==> config.mk <==
export PLATFORM = sky130hd
export DESIGN_NAME = position_convergence_detector_top
export DESIGN_NICKNAME = d
export VERILOG_FILES = /design/src/sv/pcd_pkg.sv /design/src/sv/pcd_datapath.sv /design/src/sv/pcd_controller.sv /design/src/sv/position_convergence_detector_top.sv
export SDC_FILE = /design/constraint.sdc
export NUM_CORES = 2
export LEC_CHECK = 0
export BUFFER_PORTS_ARGS = -buffer_cell sky130_fd_sc_hd__buf_2
export CELL_PAD_IN_SITES_DETAIL_PLACEMENT = 2
export CELL_PAD_IN_SITES_GLOBAL_PLACEMENT = 2
export CORE_MARGIN = 3
export CORE_UTILIZATION = 39
export CTS_BUF_LIST = sky130_fd_sc_hd__clkbuf_16
export CTS_CLUSTER_DIAMETER = 150
export DETAILED_ROUTE_END_ITERATION = 12
export GPL_TIMING_DRIVEN = 0
export PLACE_DENSITY_LB_ADDON = 0.1
export SYNTH_ARGS = -nofsm -noshare
export SYNTH_HDL_FRONTEND = slang
export SYNTH_SLANG_ARGS = --single-unit
export TNS_END_PERCENT = 50
==> constraint.sdc <==
create_clock -name clock -period 13.9 [get_ports clock]
set_clock_uncertainty 0.15 [all_clocks]
set_input_delay 1.39 -clock clock [delete_from_list [all_inputs] [get_ports clock]]
set_output_delay 1.39 -clock clock [all_outputs]
set_load 0.02 [all_outputs]
==> src/sv/pcd_pkg.sv <==
package pcd_pkg;

   localparam int WINDOW_LEN = 10;
   localparam int POS_W      = 32;
   localparam int LIMIT_W    = 16;
   localparam int DIST_W     = 24;
   localparam int SQ_W       = 2 * DIST_W;
   localparam int REM_W      = DIST_W + 2;
   localparam int HEAD_W     = $clog2(WINDOW_LEN);
   localparam int SEEN_W     = $clog2(WINDOW_LEN + 2);
   localparam int SUM_W      = DIST_W + $clog2(WINDOW_LEN);
   localparam int THR_W      = LIMIT_W + $clog2(WINDOW_LEN + 1);
   localparam int AXES       = 3;
   localparam int ROOT_STEPS = DIST_W;
   localparam int CNT_W      = $clog2(ROOT_STEPS);

   localparam logic [LIMIT_W-1:0] LIMIT_RESET = LIMIT_W'(200);
   localparam logic [DIST_W-1:0]  AXIS_CLAMP  = DIST_W'(1) << (DIST_W - 1);

   typedef enum logic [2:0] {
      ST_IDLE,
      ST_SQUARE,
      ST_ROOT,
      ST_UPDATE,
      ST_CHECK,
      ST_FINISH
   } pcd_state_type;

   typedef struct packed {
      logic       load;
      logic       mul_en;
      logic       acc_en;
      logic [1:0] axis;
      logic       root_load;
      logic       root_step;
      logic       update;
      logic       check;
      logic       rsp_load;
   } pcd_cmd_type;

   typedef struct packed {
      logic zero_move;
   } pcd_status_type;

endpackage

==> src/sv/pcd_datapath.sv <==
module pcd_datapath (
   input  logic                          clock,
   input  logic                          reset,
   input  logic signed [pcd_pkg::POS_W-1:0]   req_pos_x,
   input  logic signed [pcd_pkg::POS_W-1:0]   req_pos_y,
   input  logic signed [pcd_pkg::POS_W-1:0]   req_pos_z,
   input  logic                          csr_wr_en,
   input  logic [pcd_pkg::LIMIT_W-1:0]   csr_wr_data,
   input  pcd_pkg::pcd_cmd_type          cmd,
   output pcd_pkg::pcd_status_type       status,
   output logic                          rsp_converged
);

   logic [pcd_pkg::LIMIT_W-1:0]       limit_ff;
   logic signed [pcd_pkg::POS_W-1:0]  cur_ff [pcd_pkg::AXES];
   logic signed [pcd_pkg::POS_W-1:0]  last_ff [pcd_pkg::AXES];
   logic [pcd_pkg::SQ_W-1:0]          product_ff;
   logic [pcd_pkg::SQ_W-1:0]          acc_ff, acc_in;
   logic [pcd_pkg::SQ_W-1:0]          rad_ff;
   logic [pcd_pkg::REM_W-1:0]         rem_ff, rem_in;
   logic [pcd_pkg::DIST_W-1:0]        root_ff, root_in;
   logic [pcd_pkg::DIST_W-1:0]        window_ff [pcd_pkg::WINDOW_LEN];
   logic [pcd_pkg::HEAD_W-1:0]        head_ff;
   logic [pcd_pkg::SEEN_W-1:0]        seen_ff;
   logic [pcd_pkg::SUM_W-1:0]         sum_ff;
   logic                              conv_ff;
   logic                              rsp_converged_ff;

   logic signed [pcd_pkg::POS_W:0]    diff;
   logic [pcd_pkg::POS_W:0]           mag;
   logic [pcd_pkg::DIST_W-1:0]        mag_clamped;
   logic [pcd_pkg::REM_W+1:0]         rem_sh;
   logic [pcd_pkg::REM_W+1:0]         trial;
   logic [pcd_pkg::SUM_W-1:0]         sum_in;
   logic [pcd_pkg::THR_W-1:0]         threshold;

   // Zero move: both positions all zero
   assign status.zero_move = (req_pos_x == '0) && (req_pos_y == '0) && (req_pos_z == '0) &&
                             (last_ff[0] == '0) && (last_ff[1] == '0) && (last_ff[2] == '0);

   always_comb begin
      diff = (pcd_pkg::POS_W+1)'(cur_ff[cmd.axis]) - (pcd_pkg::POS_W+1)'(last_ff[cmd.axis]);
      mag  = diff[pcd_pkg::POS_W] ? (pcd_pkg::POS_W+1)'(-diff) : (pcd_pkg::POS_W+1)'(diff);
      if (mag > (pcd_pkg::POS_W+1)'(pcd_pkg::AXIS_CLAMP)) begin
         mag_clamped = pcd_pkg::AXIS_CLAMP;
      end else begin
         mag_clamped = mag[pcd_pkg::DIST_W-1:0];
      end
   end

   assign acc_in = cmd.acc_en ? acc_ff + product_ff : acc_ff;

   // One result bit per step: bring down two radicand bits, try root*4+1
   always_comb begin
      rem_sh = {rem_ff, rad_ff[pcd_pkg::SQ_W-1 -: 2]};
      trial  = {2'b00, root_ff, 2'b01};
      if (rem_sh >= trial) begin
         rem_in  = pcd_pkg::REM_W'(rem_sh - trial);
         root_in = {root_ff[pcd_pkg::DIST_W-2:0], 1'b1};
      end else begin
         rem_in  = pcd_pkg::REM_W'(rem_sh);
         root_in = {root_ff[pcd_pkg::DIST_W-2:0], 1'b0};
      end
   end

   assign sum_in    = sum_ff - pcd_pkg::SUM_W'(window_ff[head_ff]) + pcd_pkg::SUM_W'(root_ff);
   assign threshold = pcd_pkg::THR_W'(limit_ff) * pcd_pkg::THR_W'(pcd_pkg::WINDOW_LEN);

   always_ff @(posedge clock) begin
      if (reset) begin
         limit_ff <= pcd_pkg::LIMIT_RESET;
      end else if (csr_wr_en) begin
         limit_ff <= csr_wr_data;
      end
   end

   always_ff @(posedge clock) begin
      if (cmd.load) begin
         cur_ff[0] <= req_pos_x;
         cur_ff[1] <= req_pos_y;
         cur_ff[2] <= req_pos_z;
      end
      if (cmd.mul_en) begin
         product_ff <= mag_clamped * mag_clamped;
      end
      if (cmd.load) begin
         acc_ff <= '0;
      end else begin
         acc_ff <= acc_in;
      end
      if (cmd.root_load) begin
         rad_ff  <= acc_in;
         rem_ff  <= '0;
         root_ff <= '0;
      end else if (cmd.root_step) begin
         rad_ff  <= rad_ff << 2;
         rem_ff  <= rem_in;
         root_ff <= root_in;
      end
      if (cmd.rsp_load) begin
         rsp_converged_ff <= conv_ff;
      end
   end

   always_ff @(posedge clock) begin
      if (reset) begin
         for (int i = 0; i < pcd_pkg::AXES; i++) begin
            last_ff[i] <= '0;
         end
         for (int i = 0; i < pcd_pkg::WINDOW_LEN; i++) begin
            window_ff[i] <= '0;
         end
         head_ff <= '0;
         seen_ff <= '0;
         sum_ff  <= '0;
         conv_ff <= 1'b0;
      end else begin
         if (cmd.load) begin
            conv_ff <= 1'b0;
         end
         if (cmd.update) begin
            last_ff            <= cur_ff;
            window_ff[head_ff] <= root_ff;
            sum_ff             <= sum_in;
            if (head_ff == pcd_pkg::HEAD_W'(pcd_pkg::WINDOW_LEN - 1)) begin
               head_ff <= '0;
            end else begin
               head_ff <= head_ff + 1'b1;
            end
            if (seen_ff <= pcd_pkg::SEEN_W'(pcd_pkg::WINDOW_LEN)) begin
               seen_ff <= seen_ff + 1'b1;
            end
         end
         if (cmd.check) begin
            conv_ff <= (seen_ff > pcd_pkg::SEEN_W'(pcd_pkg::WINDOW_LEN)) &&
                       (sum_ff <= pcd_pkg::SUM_W'(threshold));
         end
      end
   end

   assign rsp_converged = rsp_converged_ff;

endmodule

==> src/sv/pcd_controller.sv <==
module pcd_controller (
   input  logic                     clock,
   input  logic                     reset,
   input  logic                     req_valid,
   output logic                     req_ready,
   output logic                     rsp_valid,
   input  logic                     rsp_ready,
   input  pcd_pkg::pcd_status_type  status,
   output pcd_pkg::pcd_cmd_type     cmd
);

   pcd_pkg::pcd_state_type        state_ff, state_in;
   logic [pcd_pkg::CNT_W-1:0]     cnt_ff, cnt_in;
   logic                          rsp_valid_ff, rsp_valid_in;

   always_ff @(posedge clock) begin
      if (reset) begin
         state_ff     <= pcd_pkg::ST_IDLE;
         cnt_ff       <= '0;
         rsp_valid_ff <= 1'b0;
      end else begin
         state_ff     <= state_in;
         cnt_ff       <= cnt_in;
         rsp_valid_ff <= rsp_valid_in;
      end
   end

   always_comb begin
      state_in  = state_ff;
      cnt_in    = cnt_ff;
      cmd       = '0;
      cmd.axis  = cnt_ff[1:0];
      req_ready = 1'b0;
      case (state_ff)
         pcd_pkg::ST_IDLE: begin
            req_ready = 1'b1;
            cnt_in    = '0;
            if (req_valid) begin
               cmd.load = 1'b1;
               state_in = status.zero_move ? pcd_pkg::ST_FINISH : pcd_pkg::ST_SQUARE;
            end
         end
         pcd_pkg::ST_SQUARE: begin
            // Square one axis per cycle, accumulate the previous product
            cmd.mul_en = (cnt_ff < pcd_pkg::CNT_W'(pcd_pkg::AXES));
            cmd.acc_en = (cnt_ff != '0);
            if (cnt_ff == pcd_pkg::CNT_W'(pcd_pkg::AXES)) begin
               cmd.root_load = 1'b1;
               cnt_in        = '0;
               state_in      = pcd_pkg::ST_ROOT;
            end else begin
               cnt_in = cnt_ff + 1'b1;
            end
         end
         pcd_pkg::ST_ROOT: begin
            cmd.root_step = 1'b1;
            if (cnt_ff == pcd_pkg::CNT_W'(pcd_pkg::ROOT_STEPS - 1)) begin
               cnt_in   = '0;
               state_in = pcd_pkg::ST_UPDATE;
            end else begin
               cnt_in = cnt_ff + 1'b1;
            end
         end
         pcd_pkg::ST_UPDATE: begin
            cmd.update = 1'b1;
            state_in   = pcd_pkg::ST_CHECK;
         end
         pcd_pkg::ST_CHECK: begin
            cmd.check = 1'b1;
            state_in  = pcd_pkg::ST_FINISH;
         end
         pcd_pkg::ST_FINISH: begin
            // Hold until the output register is free
            if (!rsp_valid_ff || rsp_ready) begin
               cmd.rsp_load = 1'b1;
               state_in     = pcd_pkg::ST_IDLE;
            end
         end
         default: begin
            state_in = pcd_pkg::ST_IDLE;
         end
      endcase
   end

   always_comb begin
      if (cmd.rsp_load) begin
         rsp_valid_in = 1'b1;
      end else if (rsp_ready) begin
         rsp_valid_in = 1'b0;
      end else begin
         rsp_valid_in = rsp_valid_ff;
      end
   end

   assign rsp_valid = rsp_valid_ff;

   a_accept_leaves_idle: assert property (@(posedge clock) disable iff (reset)
      (req_valid && req_ready) |=> (state_ff != pcd_pkg::ST_IDLE))
      else $error("accepted transaction did not start work");

   a_root_then_update: assert property (@(posedge clock) disable iff (reset)
      (state_ff == pcd_pkg::ST_ROOT && cnt_ff == pcd_pkg::CNT_W'(pcd_pkg::ROOT_STEPS - 1))
      |=> (state_ff == pcd_pkg::ST_UPDATE))
      else $error("square root did not finish after its last step");

   a_finish_delivers: assert property (@(posedge clock) disable iff (reset)
      (state_ff == pcd_pkg::ST_FINISH && (!rsp_valid_ff || rsp_ready))
      |=> (rsp_valid_ff && state_ff == pcd_pkg::ST_IDLE))
      else $error("finished transaction not placed in output register");

   a_zero_move_skips: assert property (@(posedge clock) disable iff (reset)
      (req_valid && req_ready && status.zero_move) |=> (state_ff == pcd_pkg::ST_FINISH))
      else $error("zero move did not bypass the datapath");

endmodule

==> src/sv/position_convergence_detector_top.sv <==
// Position convergence detector.
// req channel (req_valid/req_ready): one position per transaction, signed cm on
// req_pos_x, req_pos_y, req_pos_z. rsp channel (rsp_valid/rsp_ready): one
// rsp_converged bit per accepted transaction, in order.
// csr_wr_en/csr_wr_data write the mean step limit in cm (reset value 200);
// write only while no transaction is in flight.
// A normal position passes from acceptance to rsp_valid through squaring on
// one 24x24 multiplier, the bit-serial square root, then window update,
// compare and output load. A position that is all zero while the previous
// one is too skips straight to the output load.
// One transaction at a time: a new position is taken only once the previous
// one has been loaded into the output register; the square root loop is the
// longest phase.
// The result sits in an output register, so the next position is accepted
// while rsp_valid waits; if rsp_ready stays low the following result holds in
// the controller and no further position is accepted until it moves.
// Reset (synchronous, active high) clears the previous position, the window,
// its running sum, the seen count and the output valid.
module position_convergence_detector_top (
   input  logic                                  clock,
   input  logic                                  reset,
   input  logic                                  req_valid,
   output logic                                  req_ready,
   input  logic signed [pcd_pkg::POS_W-1:0]      req_pos_x,
   input  logic signed [pcd_pkg::POS_W-1:0]      req_pos_y,
   input  logic signed [pcd_pkg::POS_W-1:0]      req_pos_z,
   output logic                                  rsp_valid,
   input  logic                                  rsp_ready,
   output logic                                  rsp_converged,
   input  logic                                  csr_wr_en,
   input  logic [pcd_pkg::LIMIT_W-1:0]           csr_wr_data
);

   pcd_pkg::pcd_cmd_type    cmd;
   pcd_pkg::pcd_status_type status;

   pcd_controller u_controller (
      .clock     (clock),
      .reset     (reset),
      .req_valid (req_valid),
      .req_ready (req_ready),
      .rsp_valid (rsp_valid),
      .rsp_ready (rsp_ready),
      .status    (status),
      .cmd       (cmd)
   );

   pcd_datapath u_datapath (
      .clock         (clock),
      .reset         (reset),
      .req_pos_x     (req_pos_x),
      .req_pos_y     (req_pos_y),
      .req_pos_z     (req_pos_z),
      .csr_wr_en     (csr_wr_en),
      .csr_wr_data   (csr_wr_data),
      .cmd           (cmd),
      .status        (status),
      .rsp_converged (rsp_converged)
   );

endmodule

# After elaboration in Yosys (flattened, before gate mapping)
# Memories as Yosys holds them, arrays and structs flattened. A register that Yosys moved wholly into a read port is not among the register bits.
# Index checks and enable logic that the tools add are counted.
[classes]
n_addsub = 9
n_mul = 2
n_lt_le_gt_ge = 7
eq_ne = 12
mux = 48
n_bitwise = 1
reduce_logical = 23
[ops]
columns = ["op", "n"]
rows = [
  ["$logic_not 32->1", 6],
  ["$mux 48", 3],
  ["$bmux 32 s2", 2],
  ["$mux 32", 4],
  ["$add 48x48->48", 1],
  ["$mul 24x24->48", 1],
  ["$mux 24", 2],
  ["$gt 33x24->1 const B", 1],
  ["$mux 33", 1],
  ["$neg 33->33", 1],
  ["$sub 32x32->33", 1],
  ["$add 28x24->28", 1],
  ["$ge 28x26->1", 1],
  ["$le 28x20->1", 1],
  ["$sub 28x24->28", 1],
  ["$mux 26", 1],
  ["$sub 26x26->26", 1],
  ["$reduce_or 24->1", 1],
  ["$mux 1", 21],
  ["$mul 16x3->19 const B", 1],
  ["$pmux 3 s6", 1],
  ["$mux 4", 4],
  ["$mux 3", 5],
  ["$pmux 5 s3", 1],
  ["26 further kinds", 39],
]
[totals]
reg_bits = 449
mem_bits_rw = 240
n_memories = 1
[memory_table]
columns = ["name", "depth", "word_bits", "read_ports", "rd_clocked_by_memory_dff", "wr", "line_no", "source"]
rows = [
  ["u_datapath.window_ff", 10, 24, 1, 1, 10, "pcd_datapath.sv:22", "logic [pcd_pkg::DIST_W-1:0] window_ff [pcd_pkg::WINDOW_LEN];"],
]

# Logic depth before layout (Yosys ltp)
[logic_depth]
word_depth = 10
ltp_mapped = 54
depth_no_buf = 49

# Modules after synthesis
# From an unflattened synthesis, not the netlist that was laid out.
[hier_totals]
hier_cells = 5554
area_unflattened_um2 = 59271.8
[modules_own_cells]
columns = ["mod", "instances", "cells_per_inst", "area_per_inst_um2"]
rows = [
  ["pcd_datapath", 1, 5460, 58600.0],
  ["pcd_controller", 1, 94, 671.9],
]

# Worst setup path after synthesis
# OpenSTA, ideal clock, no wires.
[synth_timing]
path_kind = "register to register"
startpoint = "reg u_controller.cnt_ff[1] in the netlist's numbering"
endpoint = "reg u_datapath.product_ff[44] in the netlist's numbering, data pin"
setup_time_ns = 0.259
arrival_time_ns = 12.879
path_slack_ns = 0.612
path_stages_with_launch = 52
path_buffers = 6
synth_period_minus_slack_ns = 13.288
cell_sequence = "dfxtp_1 -> clkbuf_1 -> buf_1 -> clkbuf_1 -> mux2i_1 -> o21ai_0 -> ha_1 -> inv_1 -> fa_1 -> a211oi_2 -> nor2_1 -> xnor2_2 -> nand2_1 -> a2111oi_2 -> or4b_1 -> clkbuf_1 -> o31ai_2 -> xor2_1 -> (+16 left out) -> fa_1 -> inv_1 -> fa_1 -> inv_1 -> ha_1 -> and3_1 -> nor3b_1 -> a211oi_1 -> o31a_1 -> or4_1 -> a31oi_1 -> a311o_1 -> a21oi_1 -> o21ai_0 -> o41a_1 -> a21oi_1 -> nor4bb_1 -> a211o_1"
[synth_via]
elab_chain_len = 10
[synth_lines]
columns = ["item", "line_no", "source"]
rows = [
  ["from (decl)", "pcd_controller.sv:13", "logic [pcd_pkg::CNT_W-1:0] cnt_ff, cnt_in;"],
  ["from (signal assigned)", "pcd_controller.sv:23", "cnt_ff <= cnt_in;"],
  ["$not 2->3 (not written as such) *", "pcd_datapath.sv:42", "diff = (pcd_pkg::POS_W+1)'(cur_ff[cmd.axis]) - (pcd_pkg::POS_W+1)'(last_ff[cmd.axis]);"],
  ["$bmux 32 s2", "pcd_datapath.sv:42", ""],
  ["$mux 32 (not written as such) (2 in a row)", "pcd_datapath.sv:42", ""],
  ["$sub 32x32->33 *", "pcd_datapath.sv:42", ""],
  ["$neg 33->33", "pcd_datapath.sv:43", "mag = diff[pcd_pkg::POS_W] ? (pcd_pkg::POS_W+1)'(-diff) : (pcd_pkg::POS_W+1)'(diff);"],
  ["$mux 33 *", "pcd_datapath.sv:43", ""],
  ["$gt 33x24->1", "pcd_datapath.sv:44", "if (mag > (pcd_pkg::POS_W+1)'(pcd_pkg::AXIS_CLAMP)) begin"],
  ["$mux 24 *", "pcd_datapath.sv:44", ""],
  ["$mul 24x24->48 *", "pcd_datapath.sv:84", "product_ff <= mag_clamped * mag_clamped;"],
  ["to (signal assigned)", "pcd_datapath.sv:84", ""],
  ["to (decl)", "pcd_datapath.sv:17", "logic [pcd_pkg::SQ_W-1:0] product_ff;"],
]
# Every way passes the cells marked *; elsewhere a longest branch is shown, timed or not. The select of a mux whose other input is x is not followed.
# A chain may end at the register's enable or synchronous reset.

# Worst setup path after layout
# Same ends and word-level chain as after synthesis.

==> flow_summary.json <==
{
  "status": "complete, no violations",
  "final_cell_area_um2": 66700,
  "grt_usage_pct": 29.2,
  "gp_congestion": 0.926,
  "core_um2": 149000,
  "hold_viol": 0,
  "wl_met1_um": 97400,
  "postSynthCellCount": 5713,
  "r2r-end": "u_datapath.product_ff[44]",
  "ant_nets": 0,
  "cts.root.buffer_cell": "clkbuf_16",
  "via_count": 46200,
  "seq_power_share_pct": 36.7,
  "synth_enable_flop_cells": 576,
  "peakVddDrop_mv": 0.0962,
  "final_cell_mix": "688 x inv_1, 576 x edfxtp_1, 546 x nor2_1",
  "cpMostUsedCell": "fa_1",
  "cts_hold_buf": 0,
  "worst_slew_pin_slew_ns": 1.37,
  "min_path_type": "reg -> reg",
  "cts_tree": "yes",
  "io_buffers": 117,
  "vias_per_cell": 5.71,
  "grt_pass1_wl_um": 340000,
  "critPathRequiredTime_ns": 14.17,
  "dr_wl_met2_um": 110000,
  "power.density_nw_per_um2": 117,
  "post-route-period-util_pct": 97.3,
  "crit_path_max_incr_delay_ns": 0.56,
  "yosysWarnings": 0,
  "min_path_cells": 0,
  "syn2layout_area_growth_pct": 13.3,
  "fin_crit_ns": 13.53,
  "cp-end-kind": "flip-flop",
  "fp-row-count": 141,
  "place_area_um2": 62400,
  "design.die.area_um2": 156000,
  "die_h_um": 394,
  "cap_violations": 0,
  "fp.dieW_um": 394,
  "synth_area_um2": 58900,
  "io_pins": 120,
  "cts.sinks": 836,
  "clock_latency_ns": 0.72,
  "critPathKind": "reg -> reg",
  "worstHoldStart": "u_datapath.conv_ff",
  "switching_share_pct": 37.3,
  "ys_seq_elements": 836,
  "p_leak_nw": 27.0,
  "dpl.hpwl_um": 179000,
  "r2r-start": "u_controller.cnt_ff[1]",
  "drtPass1Iterations": 5,
  "nets": 6917,
  "p_clk_share_pct": 32.8,
  "synth.distinct_cells": 91,
  "post_drt_wl_per_cell_um": 28.4,
  "wl_met3_um": 13300,
  "grt-ovfl-total": 0,
  "power.switching_w": 0.00291,
  "synth_async_sr_flop_share_pct": 0,
  "dominantRegCellSynth": "edfxtp_1",
  "finalSetupTns_ns": 0,
  "wl_um": 230000,
  "crit_fanout": 11,
  "antenna_found_initial": 12,
  "rr_worst_depth": 50,
  "cp-start-kind": "flip-flop",
  "avgSynthCellArea_um2": 10.3,
  "start_util_pct": 39.5,
  "maxSlewViolCount": 0,
  "cts-buffers-inserted": 96,
  "clock_path_buffers": 3,
  "htree_levels": 3,
  "timing.fmax_ghz": 0.0739,
  "ys_seq_area_share_pct": 38.2,
  "cts.clk_slew.worst_paths_ns": 0.06,
  "rrSetupSlack_ns": 0.37,
  "setup_violations": 0,
  "first_iter_violations": 3453,
  "drive_gt1_share_pct": 10.6,
  "maxSlewHeadroom_pct": 8.52,
  "comb_power_share_pct": 30.5,
  "worstPathArrival_ns": 13.80,
  "hold_end": "u_datapath.rsp_converged",
  "drc": 0,
  "crit_slowest_cell": "or4b_4",
  "grt_max_degree": 72,
  "layout_commonest_cell": "inv_1",
  "p_int_w": 0.00488,
  "routed.top_layer": "met5",
  "grt_pass1_vias": 51100
}
-- stage by stage --
stage,hold slack (ns),setup slack [ns],util [%],total power [W],std cells
after floorplan,0.252,0.612,-,0.00415,5746
after global placement,0.274,-3.31,41.7,0.00500,7865
after detailed placement,0.296,-3.38,41.9,0.00506,7875
after CTS,0.309,0.0214,44.3,0.00768,8059
after global routing,0.319,-0.112,44.8,0.00806,8084
final,0.319,0.371,44.8,0.00779,8084
-- cell usage after synthesis, drive strengths merged, types with 43 or more instances --
library cell / n / share of area (%)
a21oi: 380 / 3.2
nor2b: 43 / 0.46
nor3: 140 / 1.2
nor4: 63 / 0.67
a21o: 100 / 1.3
clkbuf: 217 / 1.4
ha: 355 / 7.5
edfxtp: 576 / 29
buf: 67 / 0.64
fa: 448 / 15
mux4: 120 / 4.6
o21ai: 227 / 1.9
xor2: 69 / 1.0
dfxtp: 260 / 8.8
xnor2: 129 / 1.9
nand3: 209 / 1.8
inv: 665 / 4.2
nand2: 503 / 3.2
mux2i: 95 / 1.6
nor2: 555 / 3.5
-- registers in the layout, indices dropped and copies added (netlist names), named ones only --
register	count
u_datapath.head_ff	4
u_datapath.sum_ff	28
u_datapath.root_ff	24
u_datapath.conv_ff	1
u_datapath.limit_ff	16
u_controller.rsp_valid	1
u_datapath.seen_ff	4
u_datapath.product_ff	47
u_datapath.window_ff	384
u_datapath.rsp_converged	1
u_datapath.rad_ff	48
u_controller.state_ff	3
u_datapath.acc_ff	48
u_datapath.rem_ff	26
u_datapath.cur_ff	96
u_datapath.last_ff	96
u_controller.cnt_ff	5
-- layer usage --
layer / global-route usage [%] / vias up
li1: - / 20300
met2: 49.4 / 1443
met1: 38.2 / 24000
met4: 10.0 / 4
met3: 4.52 / 410
met5: 0 / -
-- area by class of cell --
type | count | area (um2)
fillers | 15700 | 82200
well taps | 2002 | 2500
flip-flops and latches | 836 | 22500
plain buffers | 276 | 1350
multi-input cells | 3960 | 33600
clock buffers | 97 | 2430
clock inverters | 82 | 678
repair buffers | 161 | 1100
inverters | 666 | 2500
diodes | 4 | 10.0
-- critical path, delay by kind of cell (launching register included) --
family | cells | cell delay (ns)
buf+inv | 13 | 1.51
mux | 1 | 0.33
flops | 1 | 0.35
compound gates | 17 | 4.13
simple gates | 10 | 2.45
fa+ha+maj | 9 | 4.25
-- kinds of logic (layout without fill, tap and decap cells) --
group | after synthesis | in the layout | share of synthesized area [%]
simple gates | 1741 | 1741 | 13.5
flops | 836 | 836 | 38.2
buf+inv | 950 | 1282 | 6.27
fa+ha+maj | 803 | 803 | 22.8
compound gates | 963 | 963 | 9.99
xor+xnor | 198 | 198 | 2.96
mux | 220 | 220 | 6.30
other cells | 2 | 39 | 0.0128
-- how the worst max path moves through the flow --
stage / from / to / slack, ns / cells past startpoint
global route: u_controller.cnt_ff[0] / u_datapath.product_ff[47] / -0.11 / 52
finish: u_controller.cnt_ff[1] / u_datapath.product_ff[44] / 0.37 / 50
detailed placement: u_controller.cnt_ff[1] / u_datapath.product_ff[44] / -3.38 / 46
global placement: u_controller.cnt_ff[1] / u_datapath.product_ff[44] / -3.31 / 49
floorplan: u_controller.cnt_ff[1] / u_datapath.product_ff[44] / 0.61 / 51
CTS: u_controller.cnt_ff[1] / u_datapath.product_ff[44] / 0.02 / 48
-- timing repair --
action                                 in CTS  in global routing
setup buffers                              11                 22
endpoints found under the hold margin       0                  0
gates resized for setup                   115                124
setup endpoints to repair                  37                 17
cloned                                      0                  1
pin swaps                                   9                 20
-- power groups by stage --
| stage | registers (W) | logic (W) | clock network, W |
|---|---|---|---|
| finish | 0.00285 | 0.00238 | 0.00255 |
| global route | 0.00286 | 0.00251 | 0.00268 |
| CTS | 0.00285 | 0.00224 | 0.00259 |
| detailed placement | 0.00290 | 0.00216 | 0 |
| global placement | 0.00291 | 0.00210 | 0 |
| floorplan | 0.00286 | 0.00129 | 0 |
Power figures use the tool's default switching activity.
